### config.mk
export PLATFORM = sky130hd
export DESIGN_NAME = lwp_div
export DESIGN_NICKNAME = d
export VERILOG_FILES = /design/src/design/lwp_pkg.sv /design/src/design/lwp_div.sv
export VERILOG_INCLUDE_DIRS = /design/src /design/src/design
export SDC_FILE = /design/constraint.sdc
export NUM_CORES = 1
export LEC_CHECK = 0
export BUFFER_PORTS_ARGS = -buffer_cell sky130_fd_sc_hd__buf_2
export CAP_MARGIN = 15
export CORE_MARGIN = 2
export CORE_UTILIZATION = 57
export CTS_BUF_LIST = sky130_fd_sc_hd__clkbuf_8
export DETAILED_ROUTE_END_ITERATION = 10
export PLACE_DENSITY = 0.89
export SLEW_MARGIN = 20
export SYNTH_ARGS = -nofsm -noshare
export SYNTH_HDL_FRONTEND = slang
export SYNTH_SLANG_ARGS = --single-unit
### constraint.sdc
create_clock -name clk -period 5.74 [get_ports clk]
set_input_delay 0.287 -clock clk [delete_from_list [all_inputs] [get_ports clk]]
set_output_delay 0.287 -clock clk [all_outputs]
set_load 0.01 [all_outputs]
### src/design/assert_macros.svh
`ifndef ASSERT_MACROS_SVH
`define ASSERT_MACROS_SVH
// concurrent check on clk, masked while rst is high
`define LWP_ASSERT(lbl, prop, msg) \
  lbl: assert property (@(posedge clk) disable iff (rst) prop) else $error(msg);
// concurrent check on clk that also holds during reset
`define LWP_ASSERT_ALWAYS(lbl, prop, msg) \
  lbl: assert property (@(posedge clk) prop) else $error(msg);
`endif

### src/design/lwp_pkg.sv
`timescale 1ns / 1ps
package lwp_pkg;

  localparam int MAX_SAMPLES = 16384;
  localparam int SAMPLE_BITS = 32;
  localparam int CNT_W       = $clog2(MAX_SAMPLES) + 1;
  localparam int ADDR_W      = $clog2(MAX_SAMPLES);
  localparam int SUM_W       = SAMPLE_BITS + ADDR_W;
  localparam int BIT_W       = $clog2(SAMPLE_BITS);
  localparam int LEN_W       = 15;

  localparam logic [LEN_W-1:0] LEN_RESET = LEN_W'(10000);
  localparam logic [1:0]       ADDR_WINDOW_LENGTH = 2'd0;

  // reciprocal constants for divide by 10 and 100, exact for the count range
  localparam int RECIP_SHIFT = 22;
  localparam logic [31:0] RECIP10  = 32'((64'd1 << RECIP_SHIFT) / 10 + 1);
  localparam logic [31:0] RECIP100 = 32'((64'd1 << RECIP_SHIFT) / 100 + 1);

  typedef struct packed {
    logic                start;
    logic [CNT_W-1:0]    n;
    logic [ADDR_W-1:0]   k_a;
    logic [ADDR_W-1:0]   k_b;
  } sel_ctrl_t;

  // n - ceil(n/10)
  function automatic logic [ADDR_W-1:0] idx_p90(input logic [CNT_W-1:0] n);
    logic [63:0] prod;
    logic [CNT_W-1:0] q;
    prod = 64'(n + CNT_W'(9)) * 64'(RECIP10);
    q = CNT_W'(prod >> RECIP_SHIFT);
    return ADDR_W'(n - q);
  endfunction

  // n - ceil(n/100)
  function automatic logic [ADDR_W-1:0] idx_p99(input logic [CNT_W-1:0] n);
    logic [63:0] prod;
    logic [CNT_W-1:0] q;
    prod = 64'({1'b0, n} + (CNT_W+1)'(99)) * 64'(RECIP100);
    q = CNT_W'(prod >> RECIP_SHIFT);
    return ADDR_W'(n - q);
  endfunction

endpackage

### src/design/lwp_div.sv
`timescale 1ns / 1ps
`include "assert_macros.svh"
module lwp_div (
  input  logic                        clk,
  input  logic                        rst,
  input  logic                        start,
  input  logic [lwp_pkg::SUM_W-1:0]   dividend,
  input  logic [lwp_pkg::CNT_W-1:0]   divisor,
  output logic                        done,
  output logic [lwp_pkg::SAMPLE_BITS-1:0] quotient
);
  import lwp_pkg::*;

  localparam int STEP_W = $clog2(SUM_W);

  logic              busy;
  logic [STEP_W-1:0] step;
  logic [CNT_W-1:0]  rem;
  logic [SUM_W-1:0]  quo;
  logic [CNT_W-1:0]  dvs;
  logic [CNT_W:0]    trial;
  logic              fits;

  // one quotient bit per cycle
  assign trial = {rem, quo[SUM_W-1]};
  assign fits  = trial >= {1'b0, dvs};
  assign quotient = quo[SAMPLE_BITS-1:0];

  always_ff @(posedge clk) begin
    if (rst) begin
      busy <= 1'b0;
      done <= 1'b0;
    end else begin
      done <= 1'b0;
      if (start) begin
        busy <= 1'b1;
        step <= STEP_W'(SUM_W - 1);
        rem  <= '0;
        quo  <= dividend;
        dvs  <= divisor;
      end else if (busy) begin
        quo <= {quo[SUM_W-2:0], fits};
        rem <= fits ? CNT_W'(trial - {1'b0, dvs}) : CNT_W'(trial);
        if (step == '0) begin
          busy <= 1'b0;
          done <= 1'b1;
        end else begin
          step <= step - STEP_W'(1);
        end
      end
    end
  end

  `LWP_ASSERT(a_div_done_from_busy, done |-> $past(busy), "divider done without a run")
  `LWP_ASSERT(a_div_rem_lt, busy && !start && step != '0 |-> rem < dvs,
              "divider remainder out of range")
  `LWP_ASSERT(a_div_step_rng, busy |-> step < STEP_W'(SUM_W), "divider step out of range")

endmodule

==> flow_metrics.env <==
export IMPL_outcome="finished, final reports clean"
export IMPL_grt_pass1_wl_um=14400
export IMPL_min_path_cells=1
export IMPL_maxSlewHeadroom_pct=27.2
export IMPL_critPathKind="flop to flop"
export IMPL_fin_ws_ns=2.85
export IMPL_slew_viol_final=0
export IMPL_rsz0062_at_grt="no"
export IMPL_cts_post_setup_buffers_inserted=0
export IMPL_antenna_found_initial=0
export IMPL_clockBufferDepth=2
export IMPL_coreArea_um2=7810
export IMPL_cts_tree="built"
export IMPL_grt_pass1_vias=3069
export IMPL_ys_ff_latch=84
export IMPL_ys_seq_area_share_pct=53.8
export IMPL_path_max_fanout=25
export IMPL_r2r_cells=9
export IMPL_start_util_pct=59.6
export IMPL_cts_root_buf="clkbuf_8"
export IMPL_finalHoldViolCount=0
export IMPL_holdBufCountCts=0
export IMPL_finalWeightedCongestion=0.860
export IMPL_hold_path_end="dvs[2]"
export IMPL_synth_top_flop_cell="edfxtp_1"
export IMPL_crit_family="compound AO/OA/AOI/OAI gates"
export IMPL_dp_hpwl_um=6260
export IMPL_finalCriticalPeriod_ns=2.89
export IMPL_n_antenna_cell=0
export IMPL_numCtsBuffers=9
export IMPL_p_leak_uw=0.00209
export IMPL_path_cells="inv_1 -> ha_1 -> fa_1 -> nand2b_2 -> a21oi_2 -> o21ai_1 -> a21oi_4 -> o31ai_1 -> o32ai_2"
export IMPL_first_pass_iters=4
export IMPL_die_y_um=94.3
export IMPL_slowest_delay_ns=0.70
export IMPL_reg2reg_slack_ns=2.85
export IMPL_drt_initial_drc_count=122
export IMPL_ant_nets=0
export IMPL_fin_skew_ns=0.0109
export IMPL_fp_dieW_um=94.3
export IMPL_cts_sinks=84
export IMPL_worst_setup_path_end_kind="flop"
export IMPL_clock_latency_ns=0.35
export IMPL_syn_nets=443
export IMPL_place_inst=519
export IMPL_maxCapViolCount=0
export IMPL_grt_max_degree=64
export IMPL_setup_viol=0
export IMPL_syn_to_final_growth_pct=11.4
export IMPL_viasPerCell=5.50
export IMPL_worstSetupStartpointType="flop"
export IMPL_final_common_cell="buf_2"
export IMPL_nets=510
export IMPL_htree_levels=3
export IMPL_synth_edf_count=82
export IMPL_layout_common_cells="buf_2 (96), edfxtp_1 (82), mux2_2 (46)"
export IMPL_cpMaxStageDelayCell="a21oi_4"
export IMPL_syn_inst=361
export IMPL_power_density_nw_per_um2=299
export IMPL_fillers=578
export IMPL_drc=0
export IMPL_yosysWarnings=0
export IMPL_vdd_drop_max_v=0.000194
export IMPL_track_usage_pct=21.1
export IMPL_syn_area_per_cell_um2=12.9
export IMPL_cp_buffers_inverters=1
export IMPL_overflow=0
export IMPL_post_route_period_util_pct=50.3
export IMPL_layout_drive_gt1_share_pct=43.6
export IMPL_dieArea_um2=8900
export IMPL_netlist_area_um2=4650
export IMPL_cts_clk_slew_worst_paths_ns=0.09
export IMPL_ioPinCount=97
export IMPL_async_flop_share_pct=0
export IMPL_avgRoutedWirePerCell_um=16.5
export IMPL_critPathRequiredTime_ns=5.91
export IMPL_hp_class="input port to flop"
export IMPL_arrival_ns=3.06
export IMPL_routed_wl_um=8830
export IMPL_min_from="divisor[2]"
export IMPL_post_place_ws_ns=2.88
export IMPL_vias=2944
export IMPL_fp_row_count=32
export IMPL_port_buffers=96
export IMPL_yosysUniqueCellTypes=54
export IMPL_cts_resized_gates=0
export IMPL_worst_slew_pin_slew_ns=1.08
export IMPL_fmax_mhz=346
export IMPL_tns_ns=0
export IMPL_reg2reg_from="quo[45]"
export IMPL_r2r_end="rem[13]"
export IMPL_finalNonFillerCells=535
## metrics by stage
| stage | hold WS [ns] | area, µm² | util, % | total power [µW] |
|---|---|---|---|---|
| floorplan | 0.365 | 4650 | - | 1070 |
| global placement | 0.465 | 4980 | 63.8 | 1110 |
| CTS | 0.0966 | 5180 | 66.3 | 1550 |
| finish | 0.108 | 5180 | 66.3 | 1550 |
| detailed placement | 0.465 | 4980 | 63.8 | 1130 |
| global route | 0.0924 | 5180 | 66.3 | 1610 |
## sequential cells by signal (all words and copies together) (netlist names)
signal / count
busy: 1
done: 1
dvs: 15
quo: 46
rem: 15
step: 6
## area by class of cell
class,count,area (µm²),share of cell area [%]
Sequential cell,84,2500,48.3
Clock buffer,9,124,2.39
Multi-Input combinational cell,212,1760,34.1
Timing Repair Buffer,99,503,9.71
Inverter,22,82.6,1.59
Clock inverter,7,73.8,1.43
Tap cell,102,128,2.46
## worst max path at each step
stage,start,end,slack [ns],depth (start not counted)
2_1_floorplan,start,quo[0],1.65,4
3_3_place_gp,start,quo[7],2.96,5
3_5_place_dp,quo[45],rem[13],2.88,9
4_1_cts,quo[45],rem[13],2.83,9
5_1_grt,quo[45],rem[10],2.65,9
6_report,quo[45],rem[13],2.85,9
## cell families after synthesis
kind of cell	share of synthesized area, %
AOI/OAI and AO/OA	10.5
xor gates and xnor gates	1.70
adders and majority gates	5.01
buffers and inverters	8.40
DFF	53.8
muxes	12.6
and+or+nand+nor	7.91
## power by group
group,switching (µW),internal [µW],total [µW],leakage [µW]
sequential,22.9,736,759,0.000796
clock,221,203,425,0.000100
combinational,205,158,362,0.00119
## Yosys cell counts (all sizes together), types with 3 or more instances
| library cell | number | area [µm²] |
|---|---|---|
| inv | 22 | 82.6 |
| nand2 | 21 | 78.8 |
| xnor2 | 7 | 61.3 |
| and3 | 4 | 26.3 |
| mux2 | 46 | 518 |
| nor3 | 5 | 25.0 |
| nor2 | 24 | 97.6 |
| clkbuf | 8 | 30.0 |
| a21oi | 17 | 130 |
| nand3 | 7 | 35.0 |
| o21a | 3 | 22.5 |
| o21ai | 11 | 77.6 |
| mux2i | 7 | 70.1 |
| nand4 | 3 | 18.8 |
| edfxtp | 82 | 2460 |
| buf | 35 | 278 |
| a211oi | 7 | 77.6 |
| ha | 17 | 213 |
## layer usage
layer | share of wire, % | GRT usage, % | vias up
met5 | 0 | 0 | -
met4 | 1.5 | 6.04 | 0
met3 | 6.9 | 6.58 | 12
met2 | 49 | 34.9 | 92
met1 | 43 | 26.9 | 1408
li1 | - | - | 1432
Power figures use the tool's default switching activity.
