**src/design/assert_macros.svh**
```systemverilog
`ifndef ASSERT_MACROS_SVH
`define ASSERT_MACROS_SVH
// concurrent check on clk, masked while rst is high
`define LWP_ASSERT(lbl, prop, msg) \
  lbl: assert property (@(posedge clk) disable iff (rst) prop) else $error(msg);
// concurrent check on clk that also holds during reset
`define LWP_ASSERT_ALWAYS(lbl, prop, msg) \
  lbl: assert property (@(posedge clk) prop) else $error(msg);
`endif

```
**src/design/lwp_pkg.sv**
```systemverilog
`timescale 1ns / 1ps
package lwp_pkg;

  localparam int MAX_SAMPLES = 16384;
  localparam int SAMPLE_BITS = 32;
  localparam int CNT_W       = $clog2(MAX_SAMPLES) + 1;
  localparam int ADDR_W      = $clog2(MAX_SAMPLES);
  localparam int SUM_W       = SAMPLE_BITS + ADDR_W;
  localparam int BIT_W       = $clog2(SAMPLE_BITS);
  localparam int LEN_W       = 15;

  localparam logic [LEN_W-1:0] LEN_RESET = LEN_W'(10000);
  localparam logic [1:0]       ADDR_WINDOW_LENGTH = 2'd0;

  // reciprocal constants for divide by 10 and 100, exact for the count range
  localparam int RECIP_SHIFT = 22;
  localparam logic [31:0] RECIP10  = 32'((64'd1 << RECIP_SHIFT) / 10 + 1);
  localparam logic [31:0] RECIP100 = 32'((64'd1 << RECIP_SHIFT) / 100 + 1);

  typedef struct packed {
    logic                start;
    logic [CNT_W-1:0]    n;
    logic [ADDR_W-1:0]   k_a;
    logic [ADDR_W-1:0]   k_b;
  } sel_ctrl_t;

  // n - ceil(n/10)
  function automatic logic [ADDR_W-1:0] idx_p90(input logic [CNT_W-1:0] n);
    logic [63:0] prod;
    logic [CNT_W-1:0] q;
    prod = 64'(n + CNT_W'(9)) * 64'(RECIP10);
    q = CNT_W'(prod >> RECIP_SHIFT);
    return ADDR_W'(n - q);
  endfunction

  // n - ceil(n/100)
  function automatic logic [ADDR_W-1:0] idx_p99(input logic [CNT_W-1:0] n);
    logic [63:0] prod;
    logic [CNT_W-1:0] q;
    prod = 64'({1'b0, n} + (CNT_W+1)'(99)) * 64'(RECIP100);
    q = CNT_W'(prod >> RECIP_SHIFT);
    return ADDR_W'(n - q);
  endfunction

endpackage

```
**src/design/lwp_select.sv**
```systemverilog
`timescale 1ns / 1ps
`include "assert_macros.svh"
module lwp_select (
  input  logic                            clk,
  input  logic                            rst,
  input  lwp_pkg::sel_ctrl_t              ctrl,
  output logic                            rd_en,
  output logic [lwp_pkg::ADDR_W-1:0]      rd_addr,
  input  logic [lwp_pkg::SAMPLE_BITS-1:0] rd_data,
  output logic                            done,
  output logic [lwp_pkg::SAMPLE_BITS-1:0] val_a,
  output logic [lwp_pkg::SAMPLE_BITS-1:0] val_b
);
  import lwp_pkg::*;

  logic                   busy;
  logic [BIT_W-1:0]       bit_idx;
  logic [CNT_W-1:0]       addr;
  logic [CNT_W-1:0]       n_r;
  logic [ADDR_W-1:0]      k_a;
  logic [ADDR_W-1:0]      k_b;
  logic                   dv;
  logic                   dlast;
  logic [CNT_W-1:0]       cnt_a;
  logic [CNT_W-1:0]       cnt_b;
  logic [SAMPLE_BITS-1:0] pre_a;
  logic [SAMPLE_BITS-1:0] pre_b;
  logic [SAMPLE_BITS-1:0] bit_mask;
  logic [SAMPLE_BITS-1:0] low_mask;
  logic                   hit_a;
  logic                   hit_b;
  logic [CNT_W-1:0]       tot_a;
  logic [CNT_W-1:0]       tot_b;
  logic                   issue;

  // sweep addresses over the window, data back in the next cycle
  assign issue   = busy && (addr < n_r);
  assign rd_en   = issue;
  assign rd_addr = addr[ADDR_W-1:0];

  // count samples at or below each trial bound
  assign bit_mask = SAMPLE_BITS'(1) << bit_idx;
  assign low_mask = bit_mask - SAMPLE_BITS'(1);
  assign hit_a    = dv && (rd_data <= (pre_a | low_mask));
  assign hit_b    = dv && (rd_data <= (pre_b | low_mask));
  assign tot_a    = cnt_a + CNT_W'(hit_a);
  assign tot_b    = cnt_b + CNT_W'(hit_b);
  assign val_a    = pre_a;
  assign val_b    = pre_b;

  always_ff @(posedge clk) begin
    if (rst) begin
      busy  <= 1'b0;
      done  <= 1'b0;
      dv    <= 1'b0;
      dlast <= 1'b0;
    end else begin
      done  <= 1'b0;
      dv    <= issue;
      dlast <= issue && (addr == n_r - CNT_W'(1));
      if (ctrl.start) begin
        busy    <= 1'b1;
        bit_idx <= BIT_W'(SAMPLE_BITS - 1);
        addr    <= '0;
        n_r     <= ctrl.n;
        k_a     <= ctrl.k_a;
        k_b     <= ctrl.k_b;
        cnt_a   <= '0;
        cnt_b   <= '0;
        pre_a   <= '0;
        pre_b   <= '0;
      end else if (busy) begin
        if (issue) begin
          addr <= addr + CNT_W'(1);
        end
        if (dv) begin
          cnt_a <= tot_a;
          cnt_b <= tot_b;
        end
        // end of a sweep: settle one value bit of each result
        if (dlast) begin
          if (!(tot_a > CNT_W'(k_a))) begin
            pre_a <= pre_a | bit_mask;
          end
          if (!(tot_b > CNT_W'(k_b))) begin
            pre_b <= pre_b | bit_mask;
          end
          cnt_a <= '0;
          cnt_b <= '0;
          addr  <= '0;
          if (bit_idx == '0) begin
            busy <= 1'b0;
            done <= 1'b1;
          end else begin
            bit_idx <= bit_idx - BIT_W'(1);
          end
        end
      end
    end
  end

  `LWP_ASSERT(a_sel_done_last, done |-> $past(dlast) && $past(bit_idx) == '0,
              "select done before the last sweep")
  `LWP_ASSERT(a_sel_addr_rng, busy |-> addr <= n_r, "select address past window")
  `LWP_ASSERT(a_sel_cnt_rng, busy |-> cnt_a <= n_r && cnt_b <= n_r,
              "select count exceeds window")

endmodule
```
**config.mk**
```make
export PLATFORM = sky130hd
export DESIGN_NAME = lwp_select
export DESIGN_NICKNAME = d
export VERILOG_FILES = /design/src/design/lwp_pkg.sv /design/src/design/lwp_select.sv
export VERILOG_INCLUDE_DIRS = /design/src /design/src/design
export SDC_FILE = /design/constraint.sdc
export NUM_CORES = 1
export LEC_CHECK = 0
export ABC_AREA = 1
export ABC_CLOCK_PERIOD_IN_PS = 14140
export BUFFER_PORTS_ARGS = -buffer_cell sky130_fd_sc_hd__buf_2
export CORE_ASPECT_RATIO = 0.8
export CORE_MARGIN = 1
export CORE_UTILIZATION = 60
export CTS_CLUSTER_DIAMETER = 50
export DETAILED_ROUTE_END_ITERATION = 12
export PLACE_DENSITY = 0.91
export SLEW_MARGIN = 20
export SYNTH_ARGS = -nofsm -noshare
export SYNTH_HDL_FRONTEND = slang
export SYNTH_SLANG_ARGS = --single-unit
export TNS_END_PERCENT = 1
```
**constraint.sdc**
```tcl
create_clock -name clk -period 14.14 [get_ports clk]
set_clock_uncertainty 0.05 [all_clocks]
set_input_delay 0 -clock clk [delete_from_list [all_inputs] [get_ports clk]]
set_output_delay 0 -clock clk [all_outputs]
set_load 0.03 [all_outputs]
```
==> out/metrics.yaml, run 1 <==
worst_setup_path:
  rr_startpoint: "bit_idx[4]"
  startpoint: "bit_idx[4]"
  required_ns: 14.18
  cpMaxStageDelayCell: "edfxtp_1"
  start_kind: "flip-flop"
  critPathMaxStageDelay_ns: 0.79
  endpoint_kind: "flip-flop"
  cp.arrival_ns: 7.74
  crit_top_cell: "nand2_1"
  path_class: "flip-flop to flip-flop"
  ff2ff_setup_slack_ns: 6.44
  crit_fanout: 32
  r2r-end: "val_b[28]"
  crit_end: "val_b[28]"
  rr_worst_depth: 37
floorplanning:
  coreArea_um2: 18110
  initial_core_util: 0.6120
  die_x_um: 154.0
  die_y_um: 123.6
  floorplan.die_area_um2: 19030
  pin_count: 158
  placement_rows: 44
power:
  clockPowerShare: 0.380
  power_switching_mw: 0.3798
  p_comb_frac: 0.167
  p_per_area_nw_per_um2: 96.69
  leakage_nw: 6.368
  p_seq_frac: 0.453
  swShare: 0.3006
  vdd_drop_max_uv: 86.13
  p_int_mw: 0.8836
sta:
  fin_crit_sh: 0.5443
  tightestPinTransition_ns: 0.7581
  worst_slack_ns: 6.443
  slew_headroom: 0.4927
  report.final.setup_viol: 0
  max_freq_mhz: 129.9
  finalHoldViolCount: 0
  fin_tns_setup_ns: 0
  period_minus_slack_ns: 7.697
  grt_setup_unrepaired: "false"
  slew_viol_final: 0
yosys:
  synth_xor_area_frac: 0.04582
  synth_top_family_by_area: "simple AND/OR/NAND/NOR gates"
  synthAdderAreaFrac: 0.1343
  syn-num-nets: 1485
  synth-seq-cells: 161
  syn_avg_cell_area_um2: 8.607
  synth-seq-area-share: 0.4325
  synth_largest_area_cell: "edfxtp_1"
  netlist.area_leader.share: 0.4253
  synth_compound_area_frac: 0.08736
  synthCells: 1288
  synth_area_um2: 11090
  synth-simple-area-share: 0.2085
  synthTopCellsByArea: "edfxtp_1 43%, ha_1 13%, inv_1 6.9%, nor2_1 6.6%, nand2_1 6.0%"
  synthMuxAreaShare: 0
  ys_warn_count: 0
  synth_cell_types: 36
detailed_routing:
  drt_pass1_iterations: 5
  drtIter0Drc: 1091
  num_vias: 9898
  ant_nets: 0
  drc: 0
  vias_per_cell: 5.755
  routed_wl_mm: 28.98
  wl_per_cell_um: 16.85
finish:
  final_util: 0.7214
  nFillCells: 1206
  fin_area_um2: 13070
  layout.cells.non_filler: 1720
  area_delta_synth_final_pct: 17.87
  layout.nets: 1673
  layout-drive-gt1-share: 0.1598
clock_tree:
  clk_latency_ns: 0.45
  cts_tree: "done"
  clkSinkCount: 161
  numCtsBuffers: 17
  clkTransAtPathRegs_ns: 0.08
  root_buffer: "clkbuf_16"
  post_cts_buffers: 0
  clock_path_buffers: 2
  cts_max_level: 4
hold_path:
  hold_class: "input pin to flip-flop"
place:
  dp_hpwl_mm: 20.32
  post_dp_cell_area_um2: 11990
  port_buffers: 157
  gp_congestion: 0.9498
  dp_cells: 1642
  dp_slack_ns: 6.894
global_route:
  first_global_vias: 9472
  track_usage: 0.3109
  grt_pass1_wl_mm: 45.63
  grt_max_degree: 72
  antenna_found_initial: 2
  overflow: 0
run_status:
  outcome: "complete, no violations"
job:
  max-cap-violations: 0
==> sequential cells by signal, indices dropped and copies added (netlist names), 5 cells and up <==
signal / count
cnt_b: 15
val_b: 32
k_a: 14
addr: 15
k_b: 14
val_a: 32
bit_idx: 5
n_r: 15
cnt_a: 15
==> cell usage after synthesis (all sizes together) <==
cell type / instances
nand3b: 2
a21o: 2
nor4: 4
buf: 28
or2: 5
nand4: 47
o211ai: 4
nand2: 184
nor3: 25
edfxtp: 157
ha: 119
o21a: 4
a21oi: 128
a31oi: 2
dfxtp: 4
xnor2: 19
o21bai: 1
nand3: 46
xor2: 39
clkbuf: 9
inv: 211
o21ai: 42
nor2: 203
a211oi: 3
==> final cells by class <==
class / instances / area (um2) / share of cell area
flip-flops and latches: 161 / 4795 / 0.3669
clock inverters: 15 / 188.9 / 0.01446
inverters: 211 / 792.0 / 0.06061
repair buffers: 206 / 1276 / 0.09767
multi-input cells: 879 / 5299 / 0.4055
clock buffers: 17 / 425.4 / 0.03256
well taps: 230 / 287.8 / 0.02202
diodes: 1 / 2.502 / 0.0001915
==> through the flow <==
step | hold slack (ns) | total power, mW
after global placement | 0.1261 | 0.7630
after CTS | 0.2072 | 1.251
after global routing | 0.2106 | 1.305
after detailed placement | 0.1281 | 0.7734
after floorplan | 0.04887 | 0.7155
final | 0.2068 | 1.263
==> kinds of logic after synthesis <==
logic type	Yosys count
AO/OA/AOI/OAI	186
XOR/XNOR	58
adder cells (fa/ha/maj)	119
buffers and inverters	248
flip-flops	161
AND/OR/NAND/NOR	516
==> power groups by stage <==
stage | Combinational [mW] | Clock (mW) | Sequential [mW]
after detailed placement | 0.193 | 0 | 0.581
after global routing | 0.235 | 0.496 | 0.574
after global placement | 0.183 | 0 | 0.580
after floorplan | 0.130 | 0 | 0.585
after CTS | 0.205 | 0.475 | 0.571
final | 0.211 | 0.480 | 0.572
==> layout by cell type, fill, tap and decap left out, types with 2 or more instances in the layout <==
| master | instances |
|---|---|
| nand4_1 | 40 |
| clkinv_8 | 4 |
| nand2_2 | 6 |
| a21oi_1 | 126 |
| a211oi_1 | 3 |
| edfxtp_1 | 157 |
| buf_2 | 157 |
| o211ai_1 | 4 |
| nor3_1 | 21 |
| ha_1 | 119 |
| buf_4 | 4 |
| a31oi_1 | 2 |
| nand3b_1 | 2 |
| nand4_2 | 7 |
| xor2_1 | 39 |
| clkinv_4 | 2 |
| dfxtp_1 | 4 |
| o21a_1 | 4 |
| inv_2 | 8 |
| inv_1 | 203 |
| a21o_1 | 2 |
| nor2_2 | 5 |
| or2_2 | 5 |
| dlygate4sd3_1 | 44 |
| inv_8 | 3 |
| xnor2_1 | 19 |
| nand3_1 | 44 |
| nor2_1 | 194 |
| o21ai_0 | 42 |
| nor2_4 | 4 |
| inv_6 | 4 |
| nor4_1 | 4 |
| nand3_2 | 2 |
| nand2_1 | 177 |
| clkbuf_16 | 17 |
| nor3_2 | 3 |
==> how the worst min path moves through the flow <==
stage,startpoint,end,slack (ns),depth (start not counted)
global placement,ctrl[30],n_r[2],0.13,1
CTS,ctrl[18],k_a[4],0.21,2
detailed placement,ctrl[10],k_b[10],0.13,1
finish,ctrl[30],n_r[2],0.21,2
floorplan,ctrl[14],k_a[0],0.05,0
global route,ctrl[9],k_b[9],0.21,2
==> layer usage <==
metal / up-vias / GRT usage / part of all wire
met2: 566 / 0.5267 / 0.47
met4: 2 / 0.1156 / 0.031
met1: 4562 / 0.3904 / 0.40
li1: 4682 / - / -
met5: - / 0 / 0.00041
met3: 86 / 0.07585 / 0.095
==> worst max-delay path: cells and delay by family, from the launching register on <==
kind	cells	cell delay (ns)
buf+inv	4	0.93
fa+ha+maj	4	1.00
flops	1	0.79
simple gates	23	3.38
compound gates	4	0.70
xor+xnor	2	0.47
==> timing repair <==
item | CTS | global route
endpoints found under the setup margin | 0 | 0
hold buffers | 44 | 0
hold endpoints to repair | 47 | 0
gates resized for setup | 0 | 0
(Power assumes the default switching activity.)
==> run 2: changes to the inputs <==
Settings changed: ABC_CLOCK_PERIOD_IN_PS 14140 to 7600, CORE_UTILIZATION 60 to 59, PLACE_DENSITY 0.91 to 0.9.
Clock period 14.14 ns to 7.6 ns, I/O delays scaled along.
==> out/metrics.yaml, run 2 (same netlist as run 1, synthesis figures left out) <==
clock_tree:
  clk_latency_ns: 0.44  # about the same
  clkTransAtPathRegs_ns: 0.08  # about the same
  numCtsBuffers: 17  # unchanged
  clock_path_buffers: 2  # unchanged
  cts_max_level: 4  # unchanged
  cts_tree: "done"
  clkSinkCount: 161  # unchanged
  root_buffer: "clkbuf_16"
detailed_routing:
  top_layer: "met5"
  drt_pass1_iterations: 6  # +1
  routed_wl_mm: 30.52  # +5.3%
  drtIter0Drc: 1210  # +11%
  num_vias: 10065  # +1.7%
  vias_per_cell: 5.751  # about the same
  drt-met1-wl_mm: 12.01  # +3.6%
  drc: 0  # unchanged
  dr_wl_met2_mm: 14.34  # +4.4%
  ant_nets: 0  # unchanged
  wl_per_cell_um: 17.44  # +3.5%
  dr_wl_met3_mm: 2.783  # +1.6%
place:
  port_buffers: 157  # unchanged
  dp_hpwl_mm: 21.02  # +3.4%
  gp_congestion: 1.002  # +5.5%
  dp_cells: 1668  # +1.6%
worst_setup_path:
  crit_top_cell: "nand2_1"
  endpoint_kind: "flip-flop"
  startpoint: "bit_idx[0]"
  rr_startpoint: "bit_idx[0]"
  path_class: "flip-flop to flip-flop"
  start_kind: "flip-flop"
  cp.arrival_ns: 7.14  # -0.60 ns
  required_ns: 7.66  # -6.52 ns
  cpMaxStageDelayCell: "edfxtp_1"
  critPathMaxStageDelay_ns: 0.46  # -0.33 ns
  crit_fanout: 32  # unchanged
floorplanning:
  initial_core_util: 0.6065  # -0.005531
  die_y_um: 124.6  # +0.83%
  coreArea_um2: 18280  # +0.91%
  placement_rows: 44  # unchanged
  die_x_um: 155.3  # +0.83%
  pin_count: 158  # unchanged
  floorplan.die_area_um2: 19340  # +1.7%
global_route:
  first_global_vias: 9603  # +1.4%
  track_usage: 0.3201  # +0.009136
  overflow: 0  # unchanged
  grt_pass1_wl_mm: 48.07  # +5.3%
  grt_max_degree: 72  # unchanged
  antenna_found_initial: 3  # +1
hold_path:
  hold_class: "input pin to flip-flop"
  min_from: "ctrl[38]"
finish:
  mostFrequentLayoutCell: "inv_1"
  final_cell_mix: "203 x inv_1, 194 x nor2_1, 177 x nand2_1"
  layout.cells.non_filler: 1750  # +1.7%
  layout-drive-gt1-share: 0.1612  # +0.001365
  final_util: 0.7180  # -0.003370
  layout.nets: 1680  # +0.42%
  area_delta_synth_final_pct: 18.39
  nFillCells: 1288  # +6.8%
power:
  total_power_mw: 2.329  # +84%
  vdd_drop_max_uv: 159.3  # +85%
  leakage_nw: 6.376  # +0.14%
  p_per_area_nw_per_um2: 177.5  # +84%
sta:
  period_minus_slack_ns: 7.084  # -0.6135 ns
  slew_headroom: 0.4183  # -0.07445
  fin_crit_sh: 0.9321  # +0.3877
  slew_viol_final: 0  # unchanged
  report.final.setup_viol: 0  # unchanged
  max_freq_mhz: 141.2  # +8.7%
  tightestPinTransition_ns: 0.8694  # +0.1113 ns
  finalHoldViolCount: 0  # unchanged
job:
  max-cap-violations: 0  # unchanged
run_status:
  outcome: "complete, no violations"
-- run 2: cell count changes in the layout (fill, tap and decap cells not counted), sizes merged --
cell | previous run | this run
buf | 162 | 169
inv | 218 | 215
clkbuf | 17 | 19
bufinv | 1 | 2
clkinv | 6 | 3
diode | 1 | 2
clkinvlp | 1 | 3
-- run 2: area by class of cell --
| type | count | area [um2] | share of cell area |
|---|---|---|---|
| inverters | 211 | 792.0 | 0.06035 |
| clock buffers | 19 | 432.9 | 0.03299 |
| multi-input cells | 879 | 5305 | 0.4042 |
| diodes | 2 | 5.005 | 0.0003814 |
| well taps | 253 | 316.6 | 0.02412 |
| repair buffers | 213 | 1344 | 0.1024 |
| clock inverters | 12 | 133.9 | 0.01020 |
| flip-flops and latches | 161 | 4795 | 0.3653 |
-- run 2: repair_timing --
action | in CTS | in global routing
setup buffers | 0 | 4
hold buffers | 44 | 0
setup endpoints to repair | 0 | 32
gates resized for setup | 0 | 4
endpoints found under the hold margin | 47 | 0
-- run 2: layer usage --
| metal | vias up | track usage |
|---|---|---|
| met2 | 619 | 0.5201 |
| met4 | 2 | 0.1476 |
| li1 | 4703 | - |
| met3 | 121 | 0.06472 |
| met1 | 4620 | 0.4119 |
| met5 | - | 0 |
-- run 2: where the power goes --
part,leakage (nW),switching [mW],internal [mW]
Sequential,1.51,0.0374,1.03
Combinational,4.60,0.257,0.148
Clock,0.266,0.378,0.484
-- run 2: worst paths after layout --
path / endpoint / slack (ns) / depth (start not counted)
hold reg to reg: busy / 0.42 / 1
setup / recovery: val_b[1] / 0.52 / 39
setup reg to reg: val_b[1] / 0.52 / 39
hold / removal: n_r[10] / 0.21 / 2
-- run 2: through the flow --
step           instance area (um2)  hold WS (ns)  setup WS [ns]  setup TNS, ns
2_1_floorplan                11090       0.04887         0.5407              0
3_3_place_gp                 12040        0.1265         0.7590              0
3_5_place_dp                 12040        0.1281         0.4690              0
4_1_cts                      13050        0.2074         0.4082              0
5_1_grt                      13120        0.2116       -0.05553         -1.545
6_report                     13120        0.2141         0.5164              0
-- run 2: critical path, delay by kind of cell, from the launching register on --
kind | cells | cell delay, ns
compound gates | 4 | 0.63
fa+ha+maj | 5 | 1.37
buf+inv | 4 | 0.55
xor+xnor | 2 | 0.46
simple gates | 24 | 3.24
flops | 1 | 0.46
==> run 3: changes to the inputs <==
Settings changed: RECOVER_POWER set to 100.
==> out/metrics.yaml, run 3 (same netlist as run 1, synthesis figures left out) <==
run_status:
  outcome: "finished, violations left"
  violations: "max-capacitance violations, max-slew violations"
detailed_routing:
  routed_wl_mm: 30.76  # +0.78%
  drt_pass1_iterations: 6  # unchanged
  num_vias: 10076  # +0.11%
  vias_per_cell: 5.758  # +0.11%
  wl_per_cell_um: 17.58  # +0.78%
  ant_nets: 0  # unchanged
  drtIter0Drc: 1232  # +1.8%
  drc: 0  # unchanged
place:
  post_dp_cell_area_um2: 12040  # unchanged
  dp_hpwl_mm: 21.02  # unchanged
  gp_congestion: 1.002  # unchanged
  port_buffers: 157  # unchanged
global_route:
  grt_pass1_wl_mm: 48.07  # unchanged
  use_met2: 0.5201  # unchanged
  grt_use_met3: 0.06472  # unchanged
  top_usage_layer: "met2"
  grt_max_degree: 72  # unchanged
  track_usage: 0.3201  # unchanged
  overflow: 0  # unchanged
  antenna_found_initial: 3  # unchanged
  met1_usage: 0.4119  # unchanged
  first_global_vias: 9603  # unchanged
worst_setup_path:
  crit_fanout: 32  # unchanged
  path_class: "flip-flop to flip-flop"
  rr_startpoint: "bit_idx[1]"
  cpMaxStageDelayCell: "edfxtp_1"
  crit_top_cell: "nand2_1"
  endpoint_kind: "flip-flop"
  start_kind: "flip-flop"
  startpoint: "bit_idx[1]"
  cp.arrival_ns: 7.17  # +0.03 ns
  required_ns: 7.66  # about the same
  critPathMaxStageDelay_ns: 0.39  # -0.07 ns
hold_path:
  hold_class: "input pin to flip-flop"
  min_from: "ctrl[38]"
finish:
  fin_area_um2: 12940  # -1.4%
  final_cell_mix: "206 x inv_1, 196 x nor2_1, 177 x nand2_1"
  layout-drive-gt1-share: 0.09565  # -0.06555
  mostFrequentLayoutCell: "inv_1"
  layout.nets: 1680  # unchanged
  area_delta_synth_final_pct: 16.75
clock_tree:
  clkSinkCount: 161  # unchanged
  clk_latency_ns: 0.45  # about the same
  clkTransAtPathRegs_ns: 0.08  # about the same
  cts_max_level: 4  # unchanged
  cts_tree: "done"
  root_buffer: "clkbuf_16"
  numCtsBuffers: 17  # unchanged
  clock_path_buffers: 2  # unchanged
floorplanning:
  placement_rows: 44  # unchanged
  pin_count: 158  # unchanged
  coreArea_um2: 18280  # unchanged
  floorplan.die_area_um2: 19340  # unchanged
  initial_core_util: 0.6065  # unchanged
  die_x_um: 155.3  # unchanged
  die_y_um: 124.6  # unchanged
sta:
  finalHoldViolCount: 0  # unchanged
  slew_viol_final: 53  # +53
  slew_headroom: -0.2032  # -0.6214
  period_minus_slack_ns: 7.108  # +0.02424 ns
  holdWs_ns: 0.2061  # -0.008054 ns
  fin_crit_sh: 0.9352  # +0.003189
  max_freq_mhz: 140.7  # -0.34%
  report.final.setup_viol: 0  # unchanged
  tightestPinTransition_ns: 1.798  # +0.9287 ns
power:
  p_seq_frac: 0.457  # about the same
  leakage_nw: 6.089  # -4.5%
  p_int_mw: 1.652  # -0.36%
  vdd_drop_max_uv: 161.9  # +1.6%
  power_switching_mw: 0.6745  # +0.42%
  p_comb_frac: 0.171  # -0.003
  p_per_area_nw_per_um2: 179.7  # +1.3%
  total_power_mw: 2.326  # -0.13%
  clockPowerShare: 0.372  # +0.002
  swShare: 0.2900  # +0.001603
job:
  max-cap-violations: 2  # +2
## run 3: cell count changes in the layout (fill, tap and decap cells not counted), sizes merged
cell    before  now
buf        169   82
clkbuf      19  106
inv        215  214
clkinv       3    4
## run 3: power groups by stage
stage | registers (mW) | logic, mW | clock network, mW
2_1_floorplan | 1.09 | 0.242 | 0
3_3_place_gp | 1.08 | 0.346 | 0
3_5_place_dp | 1.08 | 0.366 | 0
4_1_cts | 1.06 | 0.387 | 0.853
5_1_grt | 1.07 | 0.438 | 0.896
6_report | 1.06 | 0.398 | 0.864
## run 3: final timing paths
path               to  slack [ns]  cells after the start
max          val_b[1]        0.49                     40
min           n_r[10]        0.21                      2
min reg2reg      done        0.45                      2
max reg2reg  val_b[1]        0.49                     40
## run 3: per-stage QoR
step                TNS [ns]  utilization  setup slack (ns)  std cells
floorplan                  0            -            0.5407       1288
global placement           0       0.6587            0.7590       1668
detailed placement         0       0.6587            0.4690       1668
CTS                        0       0.7139            0.4082       1743
global route          -1.105       0.7081          -0.04178       1750
finish                     0       0.7081            0.4921       1750
## run 3: worst max-delay path, delay by kind of cell, from the launching register on
family / cells / cell delay (ns)
and+or+nand+nor: 24 / 3.26
DFF: 1 / 0.39
buffers and inverters: 5 / 0.66
AOI/OAI and AO/OA: 4 / 0.65
xor gates and xnor gates: 2 / 0.44
adders and majority gates: 5 / 1.33
## run 3: what timing repair did
action                                 in CTS  in global routing
endpoints found under the hold margin      47                  0
setup endpoints to repair                   0                 32
setup buffers                               0                  4
hold buffers                               44                  0
gates resized for setup                     0                  4
## run 3: cell type report
type                    instances  area (um2)
diodes                          2       5.005
clock buffers                  19       432.9
flip-flops and latches        161        4795
clock inverters                12       133.9
repair buffers                213        1209
inverters                     211       792.0
well taps                     253       316.6
multi-input cells             879        5259
fillers                      1367        5335
## run 3: metal layers
metal / vias to the layer above / routed length [um]
met5: - / 13
met4: 2 / 1380
met3: 128 / 2875
met2: 618 / 14390
met1: 4624 / 12100
li1: 4704 / -
